$ cat config.mk
export PLATFORM = sky130hd
export DESIGN_NAME = quic_packet_number_offset_parser
export DESIGN_NICKNAME = d
export VERILOG_FILES = /design/src/rtl/qpno_pkg.sv /design/src/rtl/quic_packet_number_offset_parser.sv
export SDC_FILE = /design/constraint.sdc
export NUM_CORES = 1
export LEC_CHECK = 0
export BUFFER_PORTS_ARGS = -buffer_cell sky130_fd_sc_hd__buf_2
export CAP_MARGIN = 20
export CORE_ASPECT_RATIO = 0.5
export CORE_MARGIN = 8
export CORE_UTILIZATION = 40
export DETAILED_ROUTE_END_ITERATION = 8
export GPL_TIMING_DRIVEN = 1
export SYNTH_ARGS = -nofsm -noshare
export SYNTH_HDL_FRONTEND = slang
export SYNTH_SLANG_ARGS = --single-unit
$ cat constraint.sdc
create_clock -name clk -period 5.05 [get_ports clk]
set_clock_uncertainty 0.15 [all_clocks]
set_input_delay 0.2525 -clock clk [delete_from_list [all_inputs] [get_ports clk]]
set_output_delay 0.2525 -clock clk [all_outputs]
set_load 0.01 [all_outputs]
$ cat src/rtl/qpno_pkg.sv
// types, widths and field layout for the quic packet number offset parser
package qpno_pkg;

  localparam int OFFSET_W     = 16;
  localparam int CID_W        = 5;
  localparam int IN_TDATA_W   = 8;
  localparam int OUT_BITS     = OFFSET_W + 9;
  localparam int OUT_TDATA_W  = ((OUT_BITS + 7) / 8) * 8;

  localparam logic [CID_W-1:0]    SHORT_CID_RESET = CID_W'(8);
  localparam logic [OFFSET_W-1:0] OFFSET_MAX      = {OFFSET_W{1'b1}};

  // result field positions inside out_tdata
  localparam int POS_LEN    = OFFSET_W;
  localparam int POS_LONG   = OFFSET_W + 3;
  localparam int POS_TYPE   = OFFSET_W + 4;
  localparam int POS_NOPN   = OFFSET_W + 6;
  localparam int POS_STATUS = OFFSET_W + 7;

  typedef enum logic [3:0] {
    PH_FIRST   = 4'd0,
    PH_VERSION = 4'd1,
    PH_DCIDLEN = 4'd2,
    PH_DCID    = 4'd3,
    PH_SCIDLEN = 4'd4,
    PH_SCID    = 4'd5,
    PH_TOKLEN  = 4'd6,
    PH_TOKEN   = 4'd7,
    PH_LENVAR  = 4'd8,
    PH_LONGEND = 4'd9,
    PH_RETRY   = 4'd10,
    PH_SHORT   = 4'd11
  } phase_t;

  typedef enum logic [1:0] {
    ST_OK        = 2'd0,
    ST_SHORT_PKT = 2'd1,
    ST_TRUNC     = 2'd2
  } status_t;

  typedef struct packed {
    status_t             status;
    logic                no_pn;
    logic [1:0]          pkt_type;
    logic                long_hdr;
    logic [2:0]          pn_len;
    logic [OFFSET_W-1:0] offset;
  } result_t;

endpackage

$ cat src/rtl/quic_packet_number_offset_parser.sv
// quic header walker that reports the packet number offset of each packet
//
//  channel  | signals                                   | role
//  in_      | tvalid tready tdata[7:0] tlast            | packet bytes, tlast on final byte
//  out_     | tvalid tready tdata                       | one result item per packet
//  cfg_     | wr_en wr_data[4:0]                        | short header connection id length
//
// one byte is taken per cycle while in_tready is high;
// the header state and the result are computed in the same cycle and the result
// lands in the output register, in the cycle after the byte that completes it
// in_tready drops only while a result waits and out_tready is low
// rst_n is synchronous, active low; cid length returns to 8
module quic_packet_number_offset_parser (
  input  logic                             clk,
  input  logic                             rst_n,
  input  logic                             in_tvalid,
  output logic                             in_tready,
  input  logic [qpno_pkg::IN_TDATA_W-1:0]  in_tdata,   // data_byte
  input  logic                             in_tlast,   // last_byte
  output logic                             out_tvalid,
  input  logic                             out_tready,
  // pn_offset, pn_length, long_header, packet_type, no_packet_number, status, zero pad
  output logic [qpno_pkg::OUT_TDATA_W-1:0] out_tdata,
  input  logic                             cfg_wr_en,
  input  logic [qpno_pkg::CID_W-1:0]       cfg_wr_data
);

  localparam int OW = qpno_pkg::OFFSET_W;

  logic [qpno_pkg::CID_W-1:0] short_cid_r;
  qpno_pkg::phase_t           phase_r, phase_nxt;
  logic [OW-1:0]              cnt_r, cnt_nxt;
  logic [OW-1:0]              skip_r, skip_nxt;
  logic [OW-1:0]              vint_r, vint_nxt;
  logic [2:0]                 vleft_r, vleft_nxt;
  logic [7:0]                 hdr_r, hdr_nxt;
  logic                       done_r, done_nxt;
  logic                       out_valid_r;
  qpno_pkg::result_t          res_r, res_nxt;
  logic                       emit;
  logic                       in_fire;

  logic [7:0]    b;
  logic [OW-1:0] vi_val;
  logic [2:0]    vi_left;
  logic          vi_done;
  logic [OW-1:0] skip_dec;

  assign b         = in_tdata;
  assign in_tready = !out_valid_r || out_tready;
  assign in_fire   = in_tvalid && in_tready;
  assign skip_dec  = skip_r - OW'(1);

  function automatic qpno_pkg::phase_t after_cids(input logic [7:0] h);
    if (h[7:4] == 4'hf)      return qpno_pkg::PH_RETRY;
    else if (h[7:4] == 4'hc) return qpno_pkg::PH_TOKLEN;
    else                     return qpno_pkg::PH_LENVAR;
  endfunction

  // varint byte step, value saturates at the offset range
  always_comb begin
    if (vleft_r == 3'd0) begin
      vi_val  = OW'(b[5:0]);
      unique case (b[7:6])
        2'd0:    vi_left = 3'd0;
        2'd1:    vi_left = 3'd1;
        2'd2:    vi_left = 3'd3;
        default: vi_left = 3'd7;
      endcase
    end else begin
      vi_left = vleft_r - 3'd1;
      if (vint_r[OW-1:8] != '0) vi_val = qpno_pkg::OFFSET_MAX;
      else                      vi_val = {vint_r[OW-9:0], b};
    end
    vi_done = (vi_left == 3'd0);
  end

  always_comb begin
    phase_nxt = phase_r;
    skip_nxt  = skip_r;
    vint_nxt  = vint_r;
    vleft_nxt = vleft_r;
    hdr_nxt   = hdr_r;
    done_nxt  = done_r;
    cnt_nxt   = cnt_r + OW'(cnt_r != qpno_pkg::OFFSET_MAX);
    emit      = 1'b0;
    res_nxt   = '0;

    if (!done_r) begin
      unique case (phase_r)
        qpno_pkg::PH_FIRST: begin
          hdr_nxt = b;
          if (b[7]) begin
            phase_nxt = qpno_pkg::PH_VERSION;
            skip_nxt  = OW'(4);
          end else begin
            phase_nxt = qpno_pkg::PH_SHORT;
          end
        end
        qpno_pkg::PH_VERSION: begin
          skip_nxt = skip_dec;
          if (skip_dec == '0) phase_nxt = qpno_pkg::PH_DCIDLEN;
        end
        qpno_pkg::PH_DCIDLEN: begin
          skip_nxt  = OW'(b);
          phase_nxt = (b != 8'd0) ? qpno_pkg::PH_DCID : qpno_pkg::PH_SCIDLEN;
        end
        qpno_pkg::PH_DCID: begin
          skip_nxt = skip_dec;
          if (skip_dec == '0) phase_nxt = qpno_pkg::PH_SCIDLEN;
        end
        qpno_pkg::PH_SCIDLEN: begin
          skip_nxt  = OW'(b);
          phase_nxt = (b != 8'd0) ? qpno_pkg::PH_SCID : after_cids(hdr_r);
        end
        qpno_pkg::PH_SCID: begin
          skip_nxt = skip_dec;
          if (skip_dec == '0) phase_nxt = after_cids(hdr_r);
        end
        qpno_pkg::PH_TOKLEN: begin
          vint_nxt  = vi_val;
          vleft_nxt = vi_left;
          if (vi_done) begin
            if (vi_val == '0) begin
              phase_nxt = qpno_pkg::PH_LENVAR;
            end else begin
              skip_nxt  = vi_val;
              phase_nxt = qpno_pkg::PH_TOKEN;
            end
          end
        end
        qpno_pkg::PH_TOKEN: begin
          skip_nxt = skip_dec;
          if (skip_dec == '0) phase_nxt = qpno_pkg::PH_LENVAR;
        end
        qpno_pkg::PH_LENVAR: begin
          vint_nxt  = vi_val;
          vleft_nxt = vi_left;
          if (vi_done) phase_nxt = qpno_pkg::PH_LONGEND;
        end
        default: ;
      endcase

      emit = 1'b1;
      priority if (in_tlast && cnt_nxt < OW'(5)) begin
        res_nxt.status = qpno_pkg::ST_SHORT_PKT;
      end else if (phase_nxt == qpno_pkg::PH_SHORT && cnt_nxt >= OW'(5)) begin
        res_nxt.offset = OW'(short_cid_r) + OW'(1);
      end else if (phase_nxt == qpno_pkg::PH_LONGEND) begin
        res_nxt.offset = cnt_nxt;
      end else if (phase_nxt == qpno_pkg::PH_RETRY && in_tlast) begin
        res_nxt.offset = cnt_nxt;
      end else if (in_tlast) begin
        res_nxt.status = qpno_pkg::ST_TRUNC;
      end else begin
        emit = 1'b0;
      end

      res_nxt.pn_len   = {1'b0, hdr_nxt[1:0]} + 3'd1;
      res_nxt.long_hdr = hdr_nxt[7];
      res_nxt.pkt_type = hdr_nxt[7] ? hdr_nxt[5:4] : 2'd0;
      res_nxt.no_pn    = (hdr_nxt[7:4] == 4'hf);
      if (emit) done_nxt = 1'b1;
    end

    // packet end always returns to the first byte
    if (in_tlast) begin
      phase_nxt = qpno_pkg::PH_FIRST;
      cnt_nxt   = '0;
      skip_nxt  = '0;
      vint_nxt  = '0;
      vleft_nxt = 3'd0;
      hdr_nxt   = 8'd0;
      done_nxt  = 1'b0;
    end
  end

  always_ff @(posedge clk) begin
    if (!rst_n) begin
      short_cid_r <= qpno_pkg::SHORT_CID_RESET;
      phase_r     <= qpno_pkg::PH_FIRST;
      cnt_r       <= '0;
      skip_r      <= '0;
      vint_r      <= '0;
      vleft_r     <= 3'd0;
      hdr_r       <= 8'd0;
      done_r      <= 1'b0;
      out_valid_r <= 1'b0;
    end else begin
      if (cfg_wr_en) short_cid_r <= cfg_wr_data;
      if (in_fire) begin
        phase_r <= phase_nxt;
        cnt_r   <= cnt_nxt;
        skip_r  <= skip_nxt;
        vint_r  <= vint_nxt;
        vleft_r <= vleft_nxt;
        hdr_r   <= hdr_nxt;
        done_r  <= done_nxt;
      end
      if (in_fire && emit)  out_valid_r <= 1'b1;
      else if (out_tready)  out_valid_r <= 1'b0;
    end
  end

  always_ff @(posedge clk) begin
    if (in_fire && emit) res_r <= res_nxt;
  end

  assign out_tvalid = out_valid_r;
  assign out_tdata  = qpno_pkg::OUT_TDATA_W'(res_r);

endmodule

==> run summary <==
Adding up every negative setup slack in the final design gives 0 ns. The final-report max-slew violation count came out at 0. The total number of yosys warnings is 0. After global routing the overflow that remains totals 0. The endpoint identified for the worst register-to-register timing path is out_tdata[12]$_SDFFCE_PP0P_. Yosys instantiated no cell more often than dfxtp_1.

The number of buffers added by the clock tree synthesis step came out at 9. The worst setup path is captured at a register. Setup repair after global routing left no endpoint under its margin. The design draws 0.00171 W.

The data arrival time of the worst path is 4.39 ns. The highest attainable clock frequency is 0.222 GHz. STA classifies the critical path startpoint as a register. The flow ran to the end, and the final reports show no timing, DRC or antenna violations. In the global route stage, overall resource usage came out at 15.7%.

For this design the top-level I/O count stands at 53. The mean routed wirelength per cell came out at 16.5 um. The number of buffers inserted by port buffering is 45. The worst register-to-register path begins at cnt_r[9]$_SDFFE_PN0P_. TritonCTS built the clock tree.

The tightest slew margin relative to the limit is 46.8%. Of all nets on the critical path, the largest fanout is 15. Before antenna repair, the detailed router went through 5 iterations. Counting cells, the worst reg-to-reg path comes to 15. The shortest period the worst path allows is 4.50 ns. The wire length of the first global-routing pass came out at 23,500 um.

The setup path with the least slack is of type reg2reg. The final standard cell count with taps included and fillers excluded is 877. The floorplan has 30 rows. The most critical setup path has its startpoint at cnt_r[9]$_SDFFE_PN0P_. The clock tree buffer depth came out at 2. The cell sitting at the root of the clock tree is a clkbuf_16. The H-tree depth came out at 3. The cell area power density came out at 275 mW/mm2. The post-CTS clock slew at the launch and capture registers of the worst setup and hold paths came out at 0.07 ns. The estimated wirelength of the detail-placed design came out at 10,300 um. The switching fraction of total power came out at 27.9%. The vias per cell is 5.49. Synthesis instantiated 77 different standard cells from the library.

The worst endpoint required time is 4.94 ns. In this run, flip-flops and latches consume 47.5% of the power. The internal power contribution is 0.00123 W. The number of design rule violations left after detail routing is 0. The post-synthesis cell count is 656. Per report_power, the clock group accounts for 37.9% of the total. In the final design database the tool counted 707 nets. The portion of total power attributed to combinational logic came out at 14.7%. The number of setup buffers added after CTS is 0.

The worst setup slack after placement is 0.590 ns. The post-CTS resize count is 0. The top cell type by total area after synthesis is dfxtp_1.

The number of antenna cells inserted is 0. The cell total after placement came out at 859. The x dimension of the die is 184 um. The later pin in the worst-skew pair is clocked with a latency of 0.35 ns. The global placement routability congestion is 0.893.

The worst-case IR drop observed on VDD is 0.154 mV. Following the worst setup path forward leads to its endpoint at out_tdata[12]$_SDFFCE_PP0P_. The number of failing hold endpoints at the final stage came to 0. The post-cts hold buffer count came out at 1. Sorting the synthesized cells by area gives the leading types as dfxtp_1, edfxtp_1, nand2_1. The die covers 0.0183 mm2. Once the floorplan was initialized, standard cells occupied 41.3% of the core.

The flop-to-flop setup slack is 0.55 ns. In this run the power spent charging and discharging nets is 0.000476 W. The total setup violations reported at the end of the flow came out at 0.

The type of the most critical hold path is in2reg. The top cell type by area accounts for 24.2% of the synthesized area. The final setup slack of the worst path is 0.547 ns.

The clock drives 93 sinks. The count of vias placed by the detailed router came out at 4,812. By count the netlist is led by dfxtp_1, nand2_1, o21ai_0, nor2_1. Cells with a size suffix above 1 make up 14.9% of the layout. The remaining number of nets flagged by the antenna check after routing came out at 0. The share of async-settable or async-resettable flops after synthesis is 0%. The slew at the pin closest to its max-slew limit came out at 0.792 ns. The vertical die dimension is 99.8 um. The sequential share of the synthesized area is 37.6%.

The post-synthesis instance area came out at 0.00562 mm2. The number of global-route vias before repair is 4,691. The number of fill cells in the layout is 1,350.

In this run the static leakage power is 2.13 nW. The mean area per synthesized cell is 8.57 um2. The placeable core region came out at 0.0136 mm2.

Among all flip-flop cells after synthesis, the most frequent one is dfxtp_1. The largest net degree at the start of global routing is 71. The number of storage elements in the synthesis netlist came out at 93. The synthesized design contains 25 enable-type register cells. The growth of design area from synthesis to finish is 10.3%. The post-detailed-routing wire length is 14,400 um. The number of DRC violations after detailed-routing iteration 0 is 406. The initial antenna violation count is 0. The tool flagged a number of max-cap violations equal to 0.

After layout, the worst path uses 89.2% of the clock period.
## how the worst min path moves through the flow
stage | from | end | slack (ns) | cells past startpoint
global placement | vleft_r[1]$_SDFFE_PN0P_ | vleft_r[1]$_SDFFE_PN0P_ | 0.31 | 2
floorplan | cfg_wr_data[3] | short_cid_r[3]$_SDFFE_PN1P_ | 0.23 | 2
detailed placement | vint_r[14]$_SDFFE_PN0P_ | vint_r[14]$_SDFFE_PN0P_ | 0.31 | 2
CTS | cfg_wr_data[0] | short_cid_r[0]$_SDFFE_PN0P_ | 0.01 | 3
global route | cfg_wr_data[0] | short_cid_r[0]$_SDFFE_PN0P_ | 0.02 | 3
finish | cfg_wr_data[0] | short_cid_r[0]$_SDFFE_PN0P_ | 0.02 | 3
## state kept, by name, summed over array words and instances, names as in the netlist
register and flops:
vleft_r 3, hdr_r 6, phase_r 4, short_cid_r 5, skip_r 16, cnt_r 16, out_tdata 25, done_r 1
vint_r 16, out_tvalid 1
## metrics by stage
stage	util [%]	hold WS (ns)	cell area, um2
5_1_grt	45.5	0.0156	6200
4_1_cts	45.4	0.0123	6180
3_3_place_gp	43.3	0.306	5900
3_5_place_dp	43.3	0.314	5900
6_report	45.5	0.0170	6200
2_1_floorplan	-	0.231	5650
## layout make-up
class | count | area [um2] | area share [%]
Multi-Input combinational cell | 502 | 3190 | 51.4
Sequential cell | 93 | 2110 | 34.0
Timing Repair Buffer | 55 | 315 | 5.08
Clock buffer | 11 | 243 | 3.91
Tap cell | 192 | 240 | 3.87
Inverter | 19 | 71.3 | 1.15
Clock inverter | 5 | 35.0 | 0.565
## critical path, stage by stage, from the launching register on
cell and delay (ns):
dfxtp_1 0.46, nand4_1 0.23, or3_1 0.44, or4_1 0.49, ha_1 0.24, ha_1 0.25, nand3_1 0.24, nor2_1 0.16
xnor2_1 0.19, nand4_1 0.13, nor4_1 0.07, buf_4 0.16, nor2b_1 0.12, or3_1 0.44, a21boi_2 0.18, buf_4 0.25
## per-layer routing
metal | share of wire, % | track usage (%) | routed length (um)
met2 | 46 | 26.5 | 6670
met3 | 3.7 | 3.24 | 530
met1 | 49 | 20.0 | 7080
met4 | 1.1 | 4.35 | 164
met5 | 0 | 0 | 0
## power by group through the flow
stage                     combinational, W  clock, W  sequential [W]
after CTS                         0.000250  0.000660        0.000810
after floorplan                   0.000178         0        0.000828
after detailed placement          0.000249         0        0.000827
after global routing              0.000275  0.000689        0.000813
after global placement            0.000247         0        0.000827
final                             0.000250  0.000647        0.000810
## kinds of logic after synthesis
family	after synthesis	synth area share, %
AND/OR/NAND/NOR	276	26.5
AO/OA/AOI/OAI	176	21.9
XOR/XNOR	24	3.74
adder cells (fa/ha/maj)	9	1.96
other	1	0.0667
buffers and inverters	67	6.23
multiplexers	10	2.00
flip-flops	93	37.6
## cells in the final DEF (no fill, tap or decap), types with 20 or more instances in the layout
cell      Yosys  final
dfxtp_1      68     68
nand2_1      67     67
o21ai_0      49     49
buf_2         2     45
nor2_1       40     40
a21boi_0     31     31
nor2b_1      30     30
nand3_1      27     27
edfxtp_1     25     25
nor4_1       20     20
Note: power is estimated with default switching activity, not from simulation.
